===== config.mk =====
export PLATFORM = sky130hd
export DESIGN_NAME = quoted_token_splitter_flat
export DESIGN_NICKNAME = d
export VERILOG_FILES = /design/src/design/qts_pkg.sv /design/src/design/qts_stream_if.sv /design/src/design/quoted_token_splitter.sv /design/src/flat_wrapper.sv
export SDC_FILE = /design/constraint.sdc
export NUM_CORES = 1
export LEC_CHECK = 0
export BUFFER_PORTS_ARGS = -buffer_cell sky130_fd_sc_hd__buf_4
export CAP_MARGIN = 20
export CORE_UTILIZATION = 60
export CTS_CLUSTER_SIZE = 8
export DETAILED_ROUTE_END_ITERATION = 7
export PLACE_DENSITY = 0.9
export SYNTH_ARGS = -nofsm -noshare
export SYNTH_HDL_FRONTEND = slang
export SYNTH_SLANG_ARGS = --single-unit

===== constraint.sdc =====
create_clock -name clk_i -period 14.72 [get_ports clk_i]
set_clock_uncertainty 0.05 [all_clocks]
set_input_delay 3.68 -clock clk_i [delete_from_list [all_inputs] [get_ports clk_i]]
set_output_delay 3.68 -clock clk_i [all_outputs]
set_load 0.01 [all_outputs]

===== src/design/qts_pkg.sv =====
// Package for the quoted token splitter: widths, codes, payload types and reset values.
`default_nettype none

package qts_pkg;

  localparam int UNIT_W         = 16;
  localparam int COUNT_W        = 3;
  localparam int CFG_IDX_W      = 8;
  localparam int CFG_DATA_W     = 16;
  localparam int NUM_DELIM_REGS = 4;
  localparam int DEF_MAX_DELIMS = 4;
  localparam int DEF_UNIT_BITS  = 16;

  localparam int MAX_RESULTS = 4;
  localparam int RES_IDX_W   = 2;
  localparam int GRP_DEPTH   = 2;
  localparam int GRP_PTR_W   = 1;
  localparam int GRP_CNT_W   = 2;

  localparam logic [UNIT_W-1:0] CU_DQUOTE = 16'd34;
  localparam logic [UNIT_W-1:0] CU_SQUOTE = 16'd39;
  localparam logic [UNIT_W-1:0] CU_BSLASH = 16'd92;

  localparam logic [CFG_IDX_W-1:0] REG_DELIM_COUNT = 8'd0;
  localparam logic [CFG_IDX_W-1:0] REG_DELIM_BASE  = 8'd1;

  localparam logic [COUNT_W-1:0] COUNT_RESET = 3'd1;
  localparam logic [UNIT_W-1:0]  DELIM_RESET [NUM_DELIM_REGS] =
    '{16'd32, 16'd9, 16'd44, 16'd59};

  typedef enum logic [1:0] {
    KIND_CHAR      = 2'd0,
    KIND_TEND      = 2'd1,
    KIND_OK        = 2'd2,
    KIND_UNMATCHED = 2'd3
  } kind_e;

  typedef struct packed {
    logic [UNIT_W-1:0] code_unit;
    logic              is_final;
  } in_item_t;

  typedef struct packed {
    kind_e             kind;
    logic [UNIT_W-1:0] char_out;
    logic              run_end;
  } out_item_t;

  typedef struct packed {
    logic [CFG_IDX_W-1:0]  index;
    logic [CFG_DATA_W-1:0] value;
  } cfg_item_t;

  typedef struct packed {
    kind_e             kind;
    logic [UNIT_W-1:0] ch;
  } result_t;

  typedef struct packed {
    result_t [MAX_RESULTS-1:0] res;
    logic [RES_IDX_W-1:0]      last;
  } grp_t;

endpackage

`default_nettype wire


===== src/design/qts_stream_if.sv =====
// Valid/ready channel interface carrying one payload item.
`default_nettype none

interface qts_stream_if #(
  parameter type T = logic
) ();
  logic valid;
  logic ready;
  T     data;

  modport source (output valid, output data, input ready);
  modport sink   (input valid, input data, output ready);
endinterface

`default_nettype wire


===== src/design/quoted_token_splitter.sv =====
// Results of an accepted item are registered into the group queue that feeds out_o.
// Throughput: one item per cycle while each item yields at most one result and
// out_o is ready; an item with more results holds the output until all are taken,
// buffered in a 2-entry group queue. Input ready drops only when the queue is full.
// Reset: quote/escape/token state cleared, delimiters to defaults, queue emptied.
`default_nettype none

module quoted_token_splitter #(
  parameter int MAX_DELIMS = qts_pkg::DEF_MAX_DELIMS,
  parameter int UNIT_BITS  = qts_pkg::DEF_UNIT_BITS
) (
  input  logic          clk_i,
  input  logic          rst_ni,
  qts_stream_if.sink    cfg_i,
  qts_stream_if.sink    in_i,
  qts_stream_if.source  out_o
);
  import qts_pkg::*;

  localparam int NREG     = (MAX_DELIMS < NUM_DELIM_REGS) ? MAX_DELIMS : NUM_DELIM_REGS;
  localparam int CMP_BITS = (UNIT_BITS < UNIT_W) ? UNIT_BITS : UNIT_W;
  localparam logic [UNIT_W-1:0] CMP_MASK = UNIT_W'((64'd1 << CMP_BITS) - 64'd1);

  typedef enum logic [1:0] {
    QM_OUT = 2'd0,
    QM_DQ  = 2'd1,
    QM_SQ  = 2'd2
  } qmode_e;

  typedef struct packed {
    logic              emit;
    kind_e             kind;
    logic [UNIT_W-1:0] ch;
    qmode_e            qm;
    logic              open;
  } plain_t;

  function automatic plain_t plain_unit(input logic [UNIT_W-1:0] u, input qmode_e qm,
                                        input logic open, input logic dl);
    plain_t p;
    p.emit = 1'b0;
    p.kind = KIND_CHAR;
    p.ch   = u;
    p.qm   = qm;
    p.open = open;
    if (qm == QM_OUT) begin
      if (u == CU_DQUOTE) begin
        p.qm = QM_DQ;
      end else if (u == CU_SQUOTE) begin
        p.qm = QM_SQ;
      end else if (dl) begin
        if (open) begin
          p.emit = 1'b1;
          p.kind = KIND_TEND;
          p.ch   = '0;
          p.open = 1'b0;
        end
      end else begin
        p.emit = 1'b1;
        p.open = 1'b1;
      end
    end else if ((qm == QM_DQ && u == CU_DQUOTE) || (qm == QM_SQ && u == CU_SQUOTE)) begin
      p.qm = QM_OUT;
    end else begin
      p.emit = 1'b1;
      p.open = 1'b1;
    end
    return p;
  endfunction

  // config registers
  logic [COUNT_W-1:0] delim_count_q;
  logic [UNIT_W-1:0]  delim_q [NREG];

  // parse state
  qmode_e qm_q, qm_d;
  logic   held_q, held_d;
  logic   open_q, open_d;

  // group queue
  grp_t                 grp_q [GRP_DEPTH];
  grp_t                 grp_d;
  logic [GRP_PTR_W-1:0] wr_ptr_q, rd_ptr_q;
  logic [GRP_CNT_W-1:0] fill_q;
  logic [RES_IDX_W-1:0] sub_q;

  logic [UNIT_W-1:0]  u;
  logic               fin;
  logic               hit_u, hit_bs;
  logic               esc;
  logic               consumed;
  logic [RES_IDX_W:0] n_cnt;
  plain_t             p1, p2;
  logic               in_acc, out_acc, push, pop;
  grp_t               head;

  assign u   = in_i.data.code_unit & CMP_MASK;
  assign fin = in_i.data.is_final;

  always_comb begin
    hit_u  = 1'b0;
    hit_bs = 1'b0;
    for (int i = 0; i < NREG; i++) begin
      if (COUNT_W'(i) < delim_count_q) begin
        if ((delim_q[i] & CMP_MASK) == u) hit_u = 1'b1;
        if ((delim_q[i] & CMP_MASK) == (CU_BSLASH & CMP_MASK)) hit_bs = 1'b1;
      end
    end
  end

  assign esc = held_q && ((qm_q == QM_OUT && (u == CU_DQUOTE || u == CU_SQUOTE)) ||
                          (qm_q == QM_DQ && u == CU_DQUOTE) ||
                          (qm_q == QM_SQ && u == CU_SQUOTE));

  always_comb begin
    grp_d    = '0;
    n_cnt    = '0;
    qm_d     = qm_q;
    open_d   = open_q;
    held_d   = 1'b0;
    consumed = 1'b0;
    p1       = plain_unit(CU_BSLASH & CMP_MASK, qm_q, open_q, hit_bs);
    if (held_q) begin
      if (esc) begin
        grp_d.res[n_cnt[RES_IDX_W-1:0]] = '{kind: KIND_CHAR, ch: u};
        n_cnt    = n_cnt + 1'b1;
        open_d   = 1'b1;
        consumed = 1'b1;
      end else begin
        qm_d   = p1.qm;
        open_d = p1.open;
        if (p1.emit) begin
          grp_d.res[n_cnt[RES_IDX_W-1:0]] = '{kind: p1.kind, ch: p1.ch};
          n_cnt = n_cnt + 1'b1;
        end
      end
    end
    p2 = plain_unit(u, qm_d, open_d, hit_u);
    if (!consumed) begin
      if (u == (CU_BSLASH & CMP_MASK) && !fin) begin
        held_d = 1'b1;
      end else begin
        qm_d   = p2.qm;
        open_d = p2.open;
        if (p2.emit) begin
          grp_d.res[n_cnt[RES_IDX_W-1:0]] = '{kind: p2.kind, ch: p2.ch};
          n_cnt = n_cnt + 1'b1;
        end
      end
    end
    if (fin) begin
      if (open_d) begin
        grp_d.res[n_cnt[RES_IDX_W-1:0]] = '{kind: KIND_TEND, ch: '0};
        n_cnt = n_cnt + 1'b1;
      end
      grp_d.res[n_cnt[RES_IDX_W-1:0]] =
        '{kind: (qm_d == QM_OUT) ? KIND_OK : KIND_UNMATCHED, ch: '0};
      n_cnt  = n_cnt + 1'b1;
      qm_d   = QM_OUT;
      held_d = 1'b0;
      open_d = 1'b0;
    end
    grp_d.last = RES_IDX_W'(n_cnt - 1'b1);
  end

  assign in_i.ready  = (fill_q != GRP_CNT_W'(GRP_DEPTH));
  assign cfg_i.ready = 1'b1;
  assign in_acc      = in_i.valid && in_i.ready;
  assign push        = in_acc && (n_cnt != '0);

  assign head               = grp_q[rd_ptr_q];
  assign out_o.valid        = (fill_q != '0);
  assign out_o.data.kind     = head.res[sub_q].kind;
  assign out_o.data.char_out = head.res[sub_q].ch;
  assign out_o.data.run_end  = (sub_q == head.last);
  assign out_acc            = out_o.valid && out_o.ready;
  assign pop                = out_acc && (sub_q == head.last);

  always_ff @(posedge clk_i or negedge rst_ni) begin
    if (!rst_ni) begin
      delim_count_q <= COUNT_RESET;
      for (int i = 0; i < NREG; i++) delim_q[i] <= DELIM_RESET[i];
    end else if (cfg_i.valid && cfg_i.ready) begin
      if (cfg_i.data.index == REG_DELIM_COUNT) begin
        delim_count_q <= cfg_i.data.value[COUNT_W-1:0];
      end
      for (int i = 0; i < NREG; i++) begin
        if (cfg_i.data.index == REG_DELIM_BASE + CFG_IDX_W'(i)) begin
          delim_q[i] <= cfg_i.data.value[UNIT_W-1:0];
        end
      end
    end
  end

  always_ff @(posedge clk_i or negedge rst_ni) begin
    if (!rst_ni) begin
      qm_q     <= QM_OUT;
      held_q   <= 1'b0;
      open_q   <= 1'b0;
      wr_ptr_q <= '0;
      rd_ptr_q <= '0;
      fill_q   <= '0;
      sub_q    <= '0;
    end else begin
      if (in_acc) begin
        qm_q   <= qm_d;
        held_q <= held_d;
        open_q <= open_d;
      end
      if (push) wr_ptr_q <= wr_ptr_q + 1'b1;
      if (pop) begin
        rd_ptr_q <= rd_ptr_q + 1'b1;
        sub_q    <= '0;
      end else if (out_acc) begin
        sub_q <= sub_q + 1'b1;
      end
      fill_q <= fill_q + GRP_CNT_W'(push) - GRP_CNT_W'(pop);
    end
  end

  always_ff @(posedge clk_i) begin
    if (push) grp_q[wr_ptr_q] <= grp_d;
  end

endmodule

`default_nettype wire


===== src/flat_wrapper.sv =====
// flat-port wrapper written by rule: the top's interface ports become plain ports
module quoted_token_splitter_flat import qts_pkg::*;
#(
  parameter int MAX_DELIMS = qts_pkg::DEF_MAX_DELIMS,
  parameter int UNIT_BITS  = qts_pkg::DEF_UNIT_BITS
)
  (clk_i, rst_ni, cfg_i_valid, cfg_i_data, cfg_i_ready, in_i_valid, in_i_data, in_i_ready, out_o_valid, out_o_data, out_o_ready);
  qts_stream_if #(.T(cfg_item_t)) cfg_i_i ();
  qts_stream_if #(.T(in_item_t)) in_i_i ();
  qts_stream_if #(.T(out_item_t)) out_o_i ();
  input  logic clk_i;
  input  logic rst_ni;
  input wire logic [$bits(cfg_i_i.valid)-1:0] cfg_i_valid;
  input wire logic [$bits(cfg_i_i.data)-1:0] cfg_i_data;
  output wire logic [$bits(cfg_i_i.ready)-1:0] cfg_i_ready;
  input wire logic [$bits(in_i_i.valid)-1:0] in_i_valid;
  input wire logic [$bits(in_i_i.data)-1:0] in_i_data;
  output wire logic [$bits(in_i_i.ready)-1:0] in_i_ready;
  output wire logic [$bits(out_o_i.valid)-1:0] out_o_valid;
  output wire logic [$bits(out_o_i.data)-1:0] out_o_data;
  input wire logic [$bits(out_o_i.ready)-1:0] out_o_ready;
  assign cfg_i_i.valid = cfg_i_valid;
  assign cfg_i_i.data = cfg_i_data;
  assign cfg_i_ready = cfg_i_i.ready;
  assign in_i_i.valid = in_i_valid;
  assign in_i_i.data = in_i_data;
  assign in_i_ready = in_i_i.ready;
  assign out_o_valid = out_o_i.valid;
  assign out_o_data = out_o_i.data;
  assign out_o_i.ready = out_o_ready;
  quoted_token_splitter #(.MAX_DELIMS(MAX_DELIMS), .UNIT_BITS(UNIT_BITS)) u_core (.clk_i(clk_i), .rst_ni(rst_ni), .cfg_i(cfg_i_i), .in_i(in_i_i), .out_o(out_o_i));
endmodule

**Yosys cells after proc, flatten, opt, wreduce, memory -nomap -nowiden**

Memories as Yosys holds them, arrays and structs flattened.
Cells that the tools add are included.

- $add $sub $neg: 9
- Eq/ne operators: 19
- Mux-type cells: 85
- Reductions and logical operators: 28
- $lt $le $gt $ge: 11
- Bitwise logic cells: 3

Operator list:

| operator | number |
|---|---|
| $mux W72 | 6 |
| $mux W18 | 11 |
| $bwmux W72 | 2 |
| $demux W18 S2 | 3 |
| $eq A16 B7 Y1 const B | 5 |
| $mux W19 | 4 |
| $and A68 B68 Y68 | 1 |
| $not A68 Y68 | 1 |
| $eq A16 B16 Y1 | 4 |
| $mux W1 | 41 |
| $bmux W18 S2 | 1 |
| $eq A16 B6 Y1 const B | 2 |
| $mux W3 | 9 |
| $eq A8 B2 Y1 const B | 2 |
| $mux W2 | 8 |
| $logic_and A1 B1 Y1 | 12 |
| $lt A2 B3 Y1 const B | 4 |
| $reduce_and A2 Y1 | 5 |
| $add A3 B1 Y3 const B | 3 |
| $eq A8 B1 Y1 const B | 1 |
| $eq A8 B3 Y1 const B | 1 |
| $logic_not A8 Y1 | 1 |
| $ge A2 B1 Y1 const B | 3 |
| $lt A1 B3 Y1 const A | 2 |
| 16 further kinds | 23 |

- Memories: 1
- Input port bits: 46
- Word-level logic and storage cells: 168
- Output and inout bits: 22
- Bits in writable memories: 148
- Bits in registers: 77

Memory list:

| name | words | bits a word | rd ports | clocked after Yosys merged registers in | write ports | line | source |
|---|---|---|---|---|---|---|---|
| u_core.grp_q | 2 | 74 | 1 | 0 | 1 | quoted_token_splitter.sv:81 | `grp_t grp_q [GRP_DEPTH];` |

**Logic depth before layout (Yosys ltp)**

Gate-level depths: netlist of the first run.

- Word-level depth: 31
- Depth in mapped cells: 21
- Gate-level depth less buffers: 19

**Worst setup path before layout of the first run**

No wires, ideal clock.

- Path type: in2reg
- From: input port in_i_data[4]
- To: memory u_core.grp_q[1][0] in the netlist's numbering (enable)
- Buffers on the path: 2
- Setup slack: 4.086 ns
- Arrival: 10.077 ns
- Cell stages on the path: 17
- Required time: 14.163 ns
- Library setup time: 0.507 ns
- Path through: buf_4 xor2_1 nor4_4 nand2_1 or4bb_1 a311oi_1 a21oi_1 ha_1 o22a_1 clkbuf_1 ha_1 nand2_1 o21ai_0 ha_1 mux2i_1 ha_1 o32ai_1

- Cells in the longest elaborated chain, start to end: 25

RTL lines:

| item | line | source |
|---|---|---|
| start, declared | flat_wrapper.sv:17 | `input wire logic [$bits(in_i_i.data)-1:0] in_i_data;` |
| $eq A16 B16 Y1, or another cell as far along | quoted_token_splitter.sv:105 | `if ((delim_q[i] & CMP_MASK) == u) hit_u = 1'b1;` |
| $mux W1 or $logic_or A1 B1 Y1 (tied branches) | quoted_token_splitter.sv:105, quoted_token_splitter.sv:111 |  |
| $mux W1 or $logic_and A1 B1 Y1 (tied branches) | quoted_token_splitter.sv:104, quoted_token_splitter.sv:111 |  |
| $mux W1 or $logic_or A1 B1 Y1 (tied branches) | quoted_token_splitter.sv:105, quoted_token_splitter.sv:111 |  |
| $mux W1 or $logic_or A1 B1 Y1 (tied branches) | quoted_token_splitter.sv:104, quoted_token_splitter.sv:112 |  |
| $mux W1 or $logic_and A1 B1 Y1 (tied branches) | quoted_token_splitter.sv:105, quoted_token_splitter.sv:111 |  |
| $mux W1, on equally long branches | quoted_token_splitter.sv:104, quoted_token_splitter.sv:124 |  |
| $mux W1, on equally long branches | quoted_token_splitter.sv:105, quoted_token_splitter.sv:123 |  |
| [... 9 more ...] | - |  |
| $mux W3 | quoted_token_splitter.sv:152 | `if (open_d) begin` |
| $mux W3 | quoted_token_splitter.sv:151 | `if (fin) begin` |
| $add A3 B1 Y3 | quoted_token_splitter.sv:158 | `n_cnt = n_cnt + 1'b1;` |
| $mux W3 * | quoted_token_splitter.sv:151 |  |
| $reduce_bool A3 Y1 * | quoted_token_splitter.sv:169 | `assign push = in_acc && (n_cnt != '0);` |
| $logic_and A1 B1 Y1 * | quoted_token_splitter.sv:169 |  |
| $mux W1 * | quoted_token_splitter.sv:222 | `if (push) grp_q[wr_ptr_q] <= grp_d;` |
| $mux W1 (implied by the code) * | quoted_token_splitter.sv:222 |  |
| end, declared | quoted_token_splitter.sv:81 |  |

Every way passes the cells marked *; elsewhere a longest branch is shown, timed or not. The select of a mux whose other input is x is not followed.

**Worst setup path in the final report of the first run**

- From: input port in_i_data[8]
- To: memory u_core.grp_q[1][25] in the netlist's numbering (enable)

Same word-level chain as after synthesis.

==> impl_metrics.json, run 1 <==
{
  "inserted_diodes": 0,
  "path_max_fanout": 22,
  "power.leakage_nw": 4.04,
  "grt_antenna_before_repair": 0,
  "critical_path_arrival_ns": 8.69,
  "worstHoldStart": "u_core.fill_q[1]",
  "post_cts_resized": 0,
  "synth.top_cells.by_area": "sky130_fd_sc_hd__edfxtp_1 29%, sky130_fd_sc_hd__dfrtp_1 19%, sky130_fd_sc_hd__mux2_2 9.2%, sky130_fd_sc_hd__mux4_2 5.2%, sky130_fd_sc_hd__xor2_1 4.8%",
  "holdCritPathClass": "reg -> reg",
  "regToRegStartpoint": "u_core.delim_q[35]",
  "whs_endpoint": "u_core.fill_q[1]",
  "synth.net_count": 709,
  "antenna_violating_nets_post_route": 0,
  "ys_types": 69,
  "gr-usage-all-layers": 0.283,
  "ctsHoldBuffers": 0,
  "synth_edf_count": 84,
  "synth-async-reset-ratio": 0.478,
  "postRouteWirelength_um": 19200,
  "timing.slew.headroom": 0.342,
  "numCtsBuffers": 17,
  "timing.final.setup_violations": 0,
  "max_freq_ghz": 0.116,
  "synth-seq-area-share": 0.520,
  "post-synth-top-count-cell": "sky130_fd_sc_hd__edfxtp_1",
  "dp_worst_setup_slack_ns": 5.71,
  "worst_ep_required_time_ns": 14.78,
  "setup.worst_path.end_class": "flip-flop",
  "clock_path_buffers": 2,
  "fillCellCount": 984,
  "die_area_mm2": 0.0148,
  "report.final.slew_viol_count": 0,
  "insertion_delay_to_the_later_sink_of_the_worst_skew_pair_ns": 0.44,
  "viasPerCell": 6.15,
  "clock_transition_at_the_registers_of_the_reported_paths_ns": 0.06,
  "yosysWarningCount": 0,
  "clock_sink_count": 161,
  "tritoncts": "built",
  "die_w_um": 122,
  "synth_commonest_cells": "84 x sky130_fd_sc_hd__edfxtp_1, 70 x sky130_fd_sc_hd__mux2_2, 65 x sky130_fd_sc_hd__dfrtp_1",
  "period_needed_ns": 8.63,
  "setup_ws_final_ns": 6.09,
  "postCtsSetupBuffers": 0,
  "global_route_total_overflow": 0,
  "worst_hold_stages": 1,
  "startpoint_type": "primary input",
  "report.final.hold_viol_count": 0,
  "fraction_of_post_synthesis_cell_area_in_the_top_cell_type_by_area": 0.294,
  "layout-area-overhead-vs-synth_pct": 13.3,
  "drv.max_cap_violation_count": 0,
  "aggregate_negative_setup_slack_ns": 0,
  "root_buffer": "sky130_fd_sc_hd__clkbuf_16",
  "r2r.worst_path.cells": 16,
  "synth_top_cell_by_area": "sky130_fd_sc_hd__edfxtp_1",
  "place_congestion": 0.976,
  "timing.reg2reg.setup_slack_ns": 9.03,
  "first_iter_violations": 360,
  "num_vias": 5493,
  "drc": 0,
  "vias_in_the_first_global_route": 5627,
  "place_hpwl_um": 13800,
  "synthFlopType": "sky130_fd_sc_hd__edfxtp_1",
  "core.rowCount": 43,
  "mappedNetlistArea_mm2": 0.00859,
  "wire_length_of_the_first_global_routing_pass_um": 30600,
  "cts_max_level": 4,
  "final_nets": 758,
  "setup_repair_after_global_routing_missed_its_margin": "false",
  "highest_ir_drop_seen_on_vdd_mv": 0.101,
  "syn-instance-count": 651,
  "post-route-period-util": 0.587,
  "outcome": "complete, no violations",
  "maximum_number_of_pins_on_one_net_before_global_route_repair": 78,
  "core_area_mm2": 0.0139,
  "path_class": "in -> reg",
  "layout.core_utilization": 0.698,
  "power_density_mw_per_mm2": 143,
  "detail_route.first_pass.iterations": 5,
  "wire_per_inst_um": 21.5,
  "design.portCount": 68,
  "synth-seq-cells": 161,
  "synth_area_per_cell_um2": 13.2,
  "slew_worst_pin_ns": 0.985,
  "portBuffers": 66,
  "r2r-end": "u_core.grp_q[1][25]",
  "initial_utilization": 0.616,
  "final_layout_size_suffix_gt1_frac": 0.331,
  "chipHeight_um": 122
}
[sequential cells by signal, summed over array words and instances, names as in the netlist]
| register | cells |
|---|---|
| u_core.grp_q | 84 |
| u_core.delim_q | 64 |
| u_core.wr_ptr_q | 1 |
| u_core.held_q | 1 |
| u_core.delim_count_q | 3 |
| u_core.fill_q | 2 |
| u_core.sub_q | 2 |
| u_core.qm_q | 2 |
| u_core.open_q | 1 |
| u_core.rd_ptr_q | 1 |
[power breakdown]
part / internal [mW] / total (mW) / switching [mW] / leakage, nW
clock network: 0.234 / 0.418 / 0.184 / 0.264
logic: 0.194 / 0.377 / 0.183 / 1.97
registers: 0.556 / 0.599 / 0.0428 / 1.80
[layer usage]
metal / GRT usage / wire [um]
met1: 0.359 / 8090
met2: 0.479 / 9780
met3: 0.0389 / 695
met4: 0.135 / 632
met5: 0 / 0
[final cells by class]
| class | instances | area (um^2) | area share |
|---|---|---|---|
| tap | 180 | 225 | 0.0231 |
| timing repair buffer | 73 | 579 | 0.0595 |
| sequential | 161 | 4460 | 0.459 |
| clock inverter | 15 | 134 | 0.0138 |
| clock buffer | 17 | 425 | 0.0437 |
| inverter | 24 | 90.1 | 0.00926 |
| multi-input combinational | 423 | 3810 | 0.392 |
[kinds of logic (layout without fill, tap and decap cells)]
kind of cell               Yosys count  in the layout  share of synthesized area
and+or+nand+nor                    175            175                      0.127
muxes                               94             94                      0.149
buffers and inverters               67            129                     0.0414
adders and majority gates           12             12                     0.0175
other                                1              1                   0.000437
AOI/OAI and AO/OA                   68             68                     0.0685
DFF                                161            161                      0.520
xor gates and xnor gates            73             73                     0.0762
[worst max path at each step]
| stage | start | to | slack (ns) | cells after the start |
|---|---|---|---|---|
| floorplan | in_i_data[4] | u_core.grp_q[1][0] | 4.09 | 17 |
| global placement | in_i_data[3] | u_core.grp_q[0][19] | 5.86 | 18 |
| detailed placement | in_i_data[3] | u_core.grp_q[0][20] | 5.71 | 18 |
| CTS | in_i_data[3] | u_core.grp_q[0][21] | 6.04 | 18 |
| global route | in_i_data[3] | u_core.grp_q[1][25] | 5.77 | 18 |
| finish | in_i_data[8] | u_core.grp_q[1][25] | 6.09 | 17 |
[cell usage in the layout, fill, tap and decap left out, drive strengths merged, types with 5 or more instances in the layout]
cell type,n
or2,5
dfrtp,65
nand3,10
a221oi,15
nor2,28
nor3,8
o21ai,17
nand2,22
inv,30
nand4,14
and2,21
clkbuf,17
buf,73
nor2b,18
nand3b,5
dfstp,12
nor4bb,6
a21oi,8
edfxtp,84
xnor2,24
mux2,70
xor2,49
nor4,19
mux4,20
ha,12
[worst max-delay path: stages]
cell and delay [ns]:
sky130_fd_sc_hd__buf_4 0.17, sky130_fd_sc_hd__xor2_1 0.17, sky130_fd_sc_hd__nor4_4 0.31, sky130_fd_sc_hd__nand2_1 0.07, sky130_fd_sc_hd__or4bb_1 0.48, sky130_fd_sc_hd__a311oi_1 0.35
sky130_fd_sc_hd__a21oi_1 0.16, sky130_fd_sc_hd__ha_1 0.33, sky130_fd_sc_hd__o22a_1 0.28, sky130_fd_sc_hd__ha_1 0.37, sky130_fd_sc_hd__nand2_1 0.09, sky130_fd_sc_hd__o21ai_0 0.14
sky130_fd_sc_hd__ha_1 0.31, sky130_fd_sc_hd__mux2i_1 0.07, sky130_fd_sc_hd__ha_1 0.34, sky130_fd_sc_hd__o32ai_4 0.90, sky130_fd_sc_hd__buf_4 0.44
[stage by stage]
step	instances	hold WS [ns]	area, um^2	total power, mW
2_1_floorplan	651	0.409	8590	0.841
3_3_place_gp	858	0.429	9120	0.959
3_5_place_dp	858	0.444	9120	0.977
4_1_cts	890	0.455	9680	1.39
5_1_grt	893	0.487	9730	1.46
6_report	893	0.450	9730	1.39
(Power assumes the default switching activity.)
==> run 2, diff against run 1 <==
--- a/config.mk
+++ b/config.mk
@@ -7,10 +7,10 @@
 export LEC_CHECK = 0
 export BUFFER_PORTS_ARGS = -buffer_cell sky130_fd_sc_hd__buf_4
 export CAP_MARGIN = 20
-export CORE_UTILIZATION = 60
+export CORE_UTILIZATION = 55
 export CTS_CLUSTER_SIZE = 8
 export DETAILED_ROUTE_END_ITERATION = 7
-export PLACE_DENSITY = 0.9
+export PLACE_DENSITY = 0.87
 export SYNTH_ARGS = -nofsm -noshare
 export SYNTH_HDL_FRONTEND = slang
 export SYNTH_SLANG_ARGS = --single-unit
==> constraint.sdc (replaced) <==
create_clock -name clk_i -period 7.7 [get_ports clk_i]
set_clock_uncertainty 0.05 [all_clocks]
set_input_delay 1.925 -clock clk_i [delete_from_list [all_inputs] [get_ports clk_i]]
set_output_delay 1.925 -clock clk_i [all_outputs]
set_load 0.01 [all_outputs]
==> run 2 against run 1 <==
First-iteration DRC count grew 19%. Cell count grew 1.0%. Clock power is 86% higher. Register-to-register slack got worse by 6.3 ns. Sequential share of layout area rose by 0.12 points. Via count is 1.8% higher. Wire length rose by 2.1%. Hold slack better by 0.0034 ns. Largest cell class unchanged. Power increased by 88%. Global-route usage fell by 2.0 points.
==> impl_metrics.json, run 2 (synthesis gave the netlist of run 1 again) <==
{
  "layout-area-overhead-vs-synth_pct": 13.0,
  "cts_max_level": 4,
  "core.rowCount": 45,
  "power.leakage_nw": 4.03,
  "portBuffers": 66,
  "clock_path_buffers": 2,
  "report.final.slew_viol_count": 0,
  "largest_register_ffs": 84,
  "highest_ir_drop_seen_on_vdd_mv": 0.178,
  "critical_path_arrival_ns": 6.22,
  "dp_worst_setup_slack_ns": 1.14,
  "placed_area_mm2": 0.00915,
  "path_max_fanout": 22,
  "drv.max_cap_violation_count": 0,
  "insertion_delay_to_the_later_sink_of_the_worst_skew_pair_ns": 0.43,
  "vias_in_the_first_global_route": 5782,
  "inserted_diodes": 0,
  "detail_route.first_pass.iterations": 5,
  "global_route_total_overflow": 0,
  "chipHeight_um": 127,
  "place_congestion": 0.916,
  "antenna_violating_nets_post_route": 0,
  "p_total_mw": 2.62,
  "timing.slew.headroom": 0.288,
  "timing.final.setup_violations": 0,
  "clock_sink_count": 161,
  "clock_transition_at_the_registers_of_the_reported_paths_ns": 0.06,
  "viasPerCell": 6.20,
  "report.final.hold_viol_count": 0,
  "final_area_mm2": 0.00970,
  "largest_register": "u_core.grp_q",
  "ctsHoldBuffers": 0,
  "numCtsBuffers": 17,
  "gr-usage-all-layers": 0.263,
  "setup_ws_final_ns": 1.54,
  "slew_worst_pin_ns": 1.07,
  "layout.cells.most_common_list": "84 x sky130_fd_sc_hd__edfxtp_1, 73 x sky130_fd_sc_hd__buf_4, 70 x sky130_fd_sc_hd__mux2_2",
  "setup.worst_path.end_class": "flip-flop",
  "die_w_um": 127,
  "outcome": "complete, no violations",
  "wire_per_inst_um": 21.7,
  "final_layout_size_suffix_gt1_frac": 0.335,
  "post-route-period-util": 0.800,
  "final_nets": 759,
  "drc": 0,
  "grt_antenna_before_repair": 0,
  "aggregate_negative_setup_slack_ns": 0,
  "design.portCount": 68,
  "layout_top_registers": "u_core.grp_q: 84 flops, u_core.delim_q: 64 flops, u_core.delim_count_q: 3 flops",
  "startpoint_type": "primary input",
  "worst_ep_required_time_ns": 7.76,
  "holdCritPathClass": "reg -> reg",
  "root_buffer": "sky130_fd_sc_hd__clkbuf_16",
  "core_area_mm2": 0.0152,
  "final_common_cell": "sky130_fd_sc_hd__edfxtp_1",
  "power_density_mw_per_mm2": 270,
  "first_iter_violations": 430,
  "wire_length_of_the_first_global_routing_pass_um": 31500,
  "initial_utilization": 0.565,
  "postRouteWirelength_um": 19600,
  "place_hpwl_um": 14400,
  "tritoncts": "built",
  "postCtsSetupBuffers": 0,
  "path_class": "in -> reg",
  "post_cts_resized": 0,
  "period_needed_ns": 6.16,
  "layout.core_utilization": 0.638,
  "die_area_mm2": 0.0161,
  "maximum_number_of_pins_on_one_net_before_global_route_repair": 78,
  "num_vias": 5592,
  "fillCellCount": 1142,
  "setup_repair_after_global_routing_missed_its_margin": "false",
  "max_freq_ghz": 0.162
}
[run 2: changes by cell type in the layout (fill, tap and decap cells not counted), sizes merged]
cell / delta
clkbuf: +1
bufinv: -1
buf: +1
[run 2: worst paths after layout]
path                                    start                  end  slack, ns  cells past startpoint
max in group asynchronous              rst_ni   u_core.delim_q[46]       5.35                      1
max                              in_i_data[8]  u_core.grp_q[1][23]       1.54                     17
min in group asynchronous              rst_ni      u_core.sub_q[1]       1.52                      1
min                          u_core.fill_q[1]     u_core.fill_q[1]       0.45                      1
max reg2reg                u_core.delim_q[32]  u_core.grp_q[1][23]       2.70                     16
min reg2reg                  u_core.fill_q[1]     u_core.fill_q[1]       0.45                      1
[run 2: report_power, final]
part / switching [mW] / internal, mW / total, mW / leakage [nW]
Sequential: 0.0982 / 1.06 / 1.16 / 1.80
Combinational: 0.327 / 0.360 / 0.687 / 1.96
Clock: 0.354 / 0.424 / 0.779 / 0.262
[run 2: routing by layer]
layer | routed length, um | GRT usage | up-vias
met3 | 767 | 0.0456 | 40
met4 | 582 | 0.116 | 0
met1 | 8090 | 0.327 | 2859
met2 | 10200 | 0.452 | 174
li1 | - | - | 2519
met5 | 0 | 0 | -
[run 2: critical path, stage by stage]
cell                       delay, ns
sky130_fd_sc_hd__buf_4          0.16
sky130_fd_sc_hd__xor2_1         0.18
sky130_fd_sc_hd__nor4_4         0.31
sky130_fd_sc_hd__nand2_1        0.07
sky130_fd_sc_hd__or4bb_1        0.47
sky130_fd_sc_hd__a311oi_1       0.34
sky130_fd_sc_hd__a21oi_1        0.15
sky130_fd_sc_hd__ha_1           0.30
sky130_fd_sc_hd__o22a_1         0.28
sky130_fd_sc_hd__ha_1           0.34
sky130_fd_sc_hd__nand2_1        0.10
sky130_fd_sc_hd__o21ai_0        0.17
sky130_fd_sc_hd__ha_1           0.34
sky130_fd_sc_hd__mux2i_1        0.07
sky130_fd_sc_hd__ha_1           0.33
sky130_fd_sc_hd__o32ai_4        0.32
sky130_fd_sc_hd__buf_4          0.35
[run 2: stage by stage]
stage	hold WS [ns]	cells
after global placement	0.429	869
after CTS	0.457	901
after detailed placement	0.449	869
final	0.454	902
after global routing	0.481	902
after floorplan	0.409	651
[run 2: final cells by class]
cell class              count  area [um^2]  share of cell area
flip-flops and latches    161         4460               0.460
multi-input cells         423         3810               0.393
clock inverters            14          105              0.0108
inverters                  24         90.1             0.00928
well taps                 188          235              0.0242
repair buffers             74          559              0.0576
clock buffers              18          439              0.0453
==> run 3, diff against run 2 <==
--- a/config.mk
+++ b/config.mk
@@ -7,10 +7,10 @@
 export LEC_CHECK = 0
 export BUFFER_PORTS_ARGS = -buffer_cell sky130_fd_sc_hd__buf_4
 export CAP_MARGIN = 20
-export CORE_UTILIZATION = 55
+export CORE_UTILIZATION = 60
 export CTS_CLUSTER_SIZE = 8
 export DETAILED_ROUTE_END_ITERATION = 7
-export PLACE_DENSITY = 0.87
+export PLACE_DENSITY = 0.9
 export SYNTH_ARGS = -nofsm -noshare
 export SYNTH_HDL_FRONTEND = slang
 export SYNTH_SLANG_ARGS = --single-unit
==> constraint.sdc (replaced) <==
create_clock -name clk_i -period 5.9 [get_ports clk_i]
set_clock_uncertainty 0.05 [all_clocks]
set_input_delay 1.475 -clock clk_i [delete_from_list [all_inputs] [get_ports clk_i]]
set_output_delay 1.475 -clock clk_i [all_outputs]
set_load 0.01 [all_outputs]
==> run 3 against run 2 <==
Hold slack improved by 0.0015 ns. Global-route usage increased by 2.9 points. Cell count fell by 0.44%. Critical endpoint is now u_core.grp_q[0][3]. Largest cell class unchanged.
==> impl_metrics.json, run 3 (synthesis gave the netlist of run 1 again) <==
{
  "power.leakage_nw": 4.08,
  "timing.slew.headroom": 0.265,
  "final_area_mm2": 0.00984,
  "regToRegStartpoint": "u_core.delim_q[32]",
  "clock_path_buffers": 2,
  "drc": 0,
  "whs_endpoint": "u_core.fill_q[1]",
  "drv.max_cap_violation_count": 0,
  "antenna_violating_nets_post_route": 0,
  "core_area_mm2": 0.0139,
  "inserted_diodes": 0,
  "power.sequential.fraction": 0.433,
  "fillCellCount": 940,
  "slew_worst_pin_ns": 1.10,
  "maximum_number_of_pins_on_one_net_before_global_route_repair": 78,
  "global_route_total_overflow": 0,
  "root_buffer": "sky130_fd_sc_hd__clkbuf_16",
  "clkPwrFrac": 0.303,
  "aggregate_negative_setup_slack_ns": 0,
  "largest_register": "u_core.grp_q",
  "detail_route.first_pass.iterations": 5,
  "wire_per_inst_um": 22.3,
  "gr-usage-all-layers": 0.291,
  "r2r.worst_path.cells": 17,
  "insertion_delay_to_the_later_sink_of_the_worst_skew_pair_ns": 0.43,
  "critical_path_arrival_ns": 5.60,
  "vias_in_the_first_global_route": 5754,
  "postCtsSetupBuffers": 0,
  "design.portCount": 68,
  "timing.reg2reg.setup_slack_ns": 1.08,
  "holdCritPathClass": "reg -> reg",
  "combPwrFrac": 0.264,
  "highest_ir_drop_seen_on_vdd_mv": 0.209,
  "worst_ep_required_time_ns": 5.98,
  "viasPerCell": 6.33,
  "path_max_fanout": 22,
  "largest_register_ffs": 84,
  "tritoncts": "built",
  "setup.worst_path.end_class": "flip-flop",
  "wire_length_of_the_first_global_routing_pass_um": 31700,
  "netSwitchingFraction": 0.294,
  "die_w_um": 122,
  "cts_max_level": 4,
  "clock_sink_count": 161,
  "grt_antenna_before_repair": 0,
  "first_iter_violations": 524,
  "layout.cells.most_common_list": "84 x sky130_fd_sc_hd__edfxtp_1, 73 x sky130_fd_sc_hd__buf_4, 70 x sky130_fd_sc_hd__mux2_2",
  "setup_repair_after_global_routing_missed_its_margin": "false",
  "startpoint_type": "primary input",
  "period_needed_ns": 5.52,
  "numCtsBuffers": 17,
  "final_nets": 763,
  "power_report.internal_total_mw": 2.48,
  "report.final.hold_viol_count": 0,
  "placed_area_mm2": 0.00926,
  "place_congestion": 0.960,
  "path_class": "in -> reg",
  "portBuffers": 66,
  "post_cts_resized": 0,
  "num_vias": 5683,
  "initial_utilization": 0.616,
  "max_freq_ghz": 0.181,
  "die_area_mm2": 0.0148,
  "final_common_cell": "sky130_fd_sc_hd__edfxtp_1",
  "post-route-period-util": 0.936,
  "worst_hold_stages": 1,
  "postRouteWirelength_um": 20000,
  "layout_top_registers": "u_core.grp_q: 84 flops, u_core.delim_q: 64 flops, u_core.delim_count_q: 3 flops",
  "report.final.slew_viol_count": 0,
  "place_hpwl_um": 14200,
  "core.rowCount": 43,
  "r2r-end": "u_core.grp_q[0][3]",
  "worstHoldStart": "u_core.fill_q[1]",
  "p_total_mw": 3.51,
  "outcome": "complete, no violations",
  "final_layout_size_suffix_gt1_frac": 0.347,
  "ctsHoldBuffers": 0,
  "clock_transition_at_the_registers_of_the_reported_paths_ns": 0.07,
  "chipHeight_um": 122,
  "timing.final.setup_violations": 0,
  "power_density_mw_per_mm2": 357,
  "net_switching_power_mw": 1.03,
  "layout-area-overhead-vs-synth_pct": 14.6
}
-- run 3: changes by cell type in the layout (fill, tap and decap cells not counted), moves of 2 or more --
| cell | previous run | this run |
|---|---|---|
| sky130_fd_sc_hd__clkinv_2 | 4 | 2 |
| sky130_fd_sc_hd__buf_12 | 0 | 4 |
| sky130_fd_sc_hd__ha_1 | 12 | 10 |
| sky130_fd_sc_hd__xor2_1 | 47 | 45 |
| sky130_fd_sc_hd__xor2_2 | 2 | 4 |
-- run 3: critical path: stages --
cell and delay (ns):
sky130_fd_sc_hd__buf_4 0.16, sky130_fd_sc_hd__xor2_1 0.16, sky130_fd_sc_hd__nor4_2 0.37, sky130_fd_sc_hd__nand2_1 0.09, sky130_fd_sc_hd__nor4bb_1 0.31, sky130_fd_sc_hd__a41oi_1 0.10
sky130_fd_sc_hd__a311oi_2 0.33, sky130_fd_sc_hd__a21oi_1 0.12, sky130_fd_sc_hd__ha_1 0.29, sky130_fd_sc_hd__o22a_1 0.33, sky130_fd_sc_hd__ha_4 0.34, sky130_fd_sc_hd__nand2_2 0.07
sky130_fd_sc_hd__o21ai_2 0.09, sky130_fd_sc_hd__ha_1 0.30, sky130_fd_sc_hd__and2_1 0.20, sky130_fd_sc_hd__nor3b_1 0.25, sky130_fd_sc_hd__mux2i_1 0.22, sky130_fd_sc_hd__o31ai_4 0.15
sky130_fd_sc_hd__buf_12 0.23
-- run 3: worst max path at each step --
stage / from / endpoint / slack [ns] / cells after the start
finish: in_i_data[2] / u_core.grp_q[0][3] / 0.38 / 19
global route: in_i_data[1] / u_core.grp_q[0][25] / 0.20 / 18
CTS: in_i_data[1] / u_core.grp_q[0][3] / 0.44 / 18
detailed placement: in_i_data[1] / u_core.grp_q[0][25] / 0.06 / 18
global placement: in_i_data[1] / u_core.grp_q[1][21] / 0.32 / 17
floorplan: in_i_data[8] / u_core.grp_q[0][0] / -0.13 / 17
-- run 3: through the flow --
step / util / setup WS (ns) / std cells / hold slack, ns
after detailed placement: 0.665 / 0.0585 / 865 / 0.447
after CTS: 0.705 / 0.441 / 897 / 0.456
final: 0.706 / 0.380 / 898 / 0.455
after global placement: 0.665 / 0.317 / 865 / 0.426
after global routing: 0.706 / 0.202 / 898 / 0.481
after floorplan: - / -0.129 / 651 / 0.409
-- run 3: power groups by stage --
stage | sequential, mW | combinational, mW | clock [mW]
2_1_floorplan | 1.45 | 0.648 | 0
3_3_place_gp | 1.52 | 0.908 | 0
3_5_place_dp | 1.54 | 0.931 | 0
4_1_cts | 1.52 | 0.941 | 1.08
5_1_grt | 1.54 | 1.01 | 1.12
6_report | 1.52 | 0.927 | 1.06
-- run 3: final cells by class --
cell class	instances	area [um^2]	area share
multi-input cells	423	3850	0.392
inverters	24	90.1	0.00916
flip-flops and latches	161	4460	0.454
well taps	180	225	0.0229
repair buffers	78	639	0.0650
clock inverters	13	124	0.0126
clock buffers	19	443	0.0450
-- run 3: metal layers --
metal | up-vias | share of wire | track usage | routed length, um
li1 | 2520 | - | - | -
met5 | - | 0 | 0 | 0
met1 | 2862 | 0.41 | 0.369 | 8150
met4 | 0 | 0.034 | 0.124 | 677
met3 | 54 | 0.057 | 0.0576 | 1140
met2 | 247 | 0.50 | 0.489 | 10100
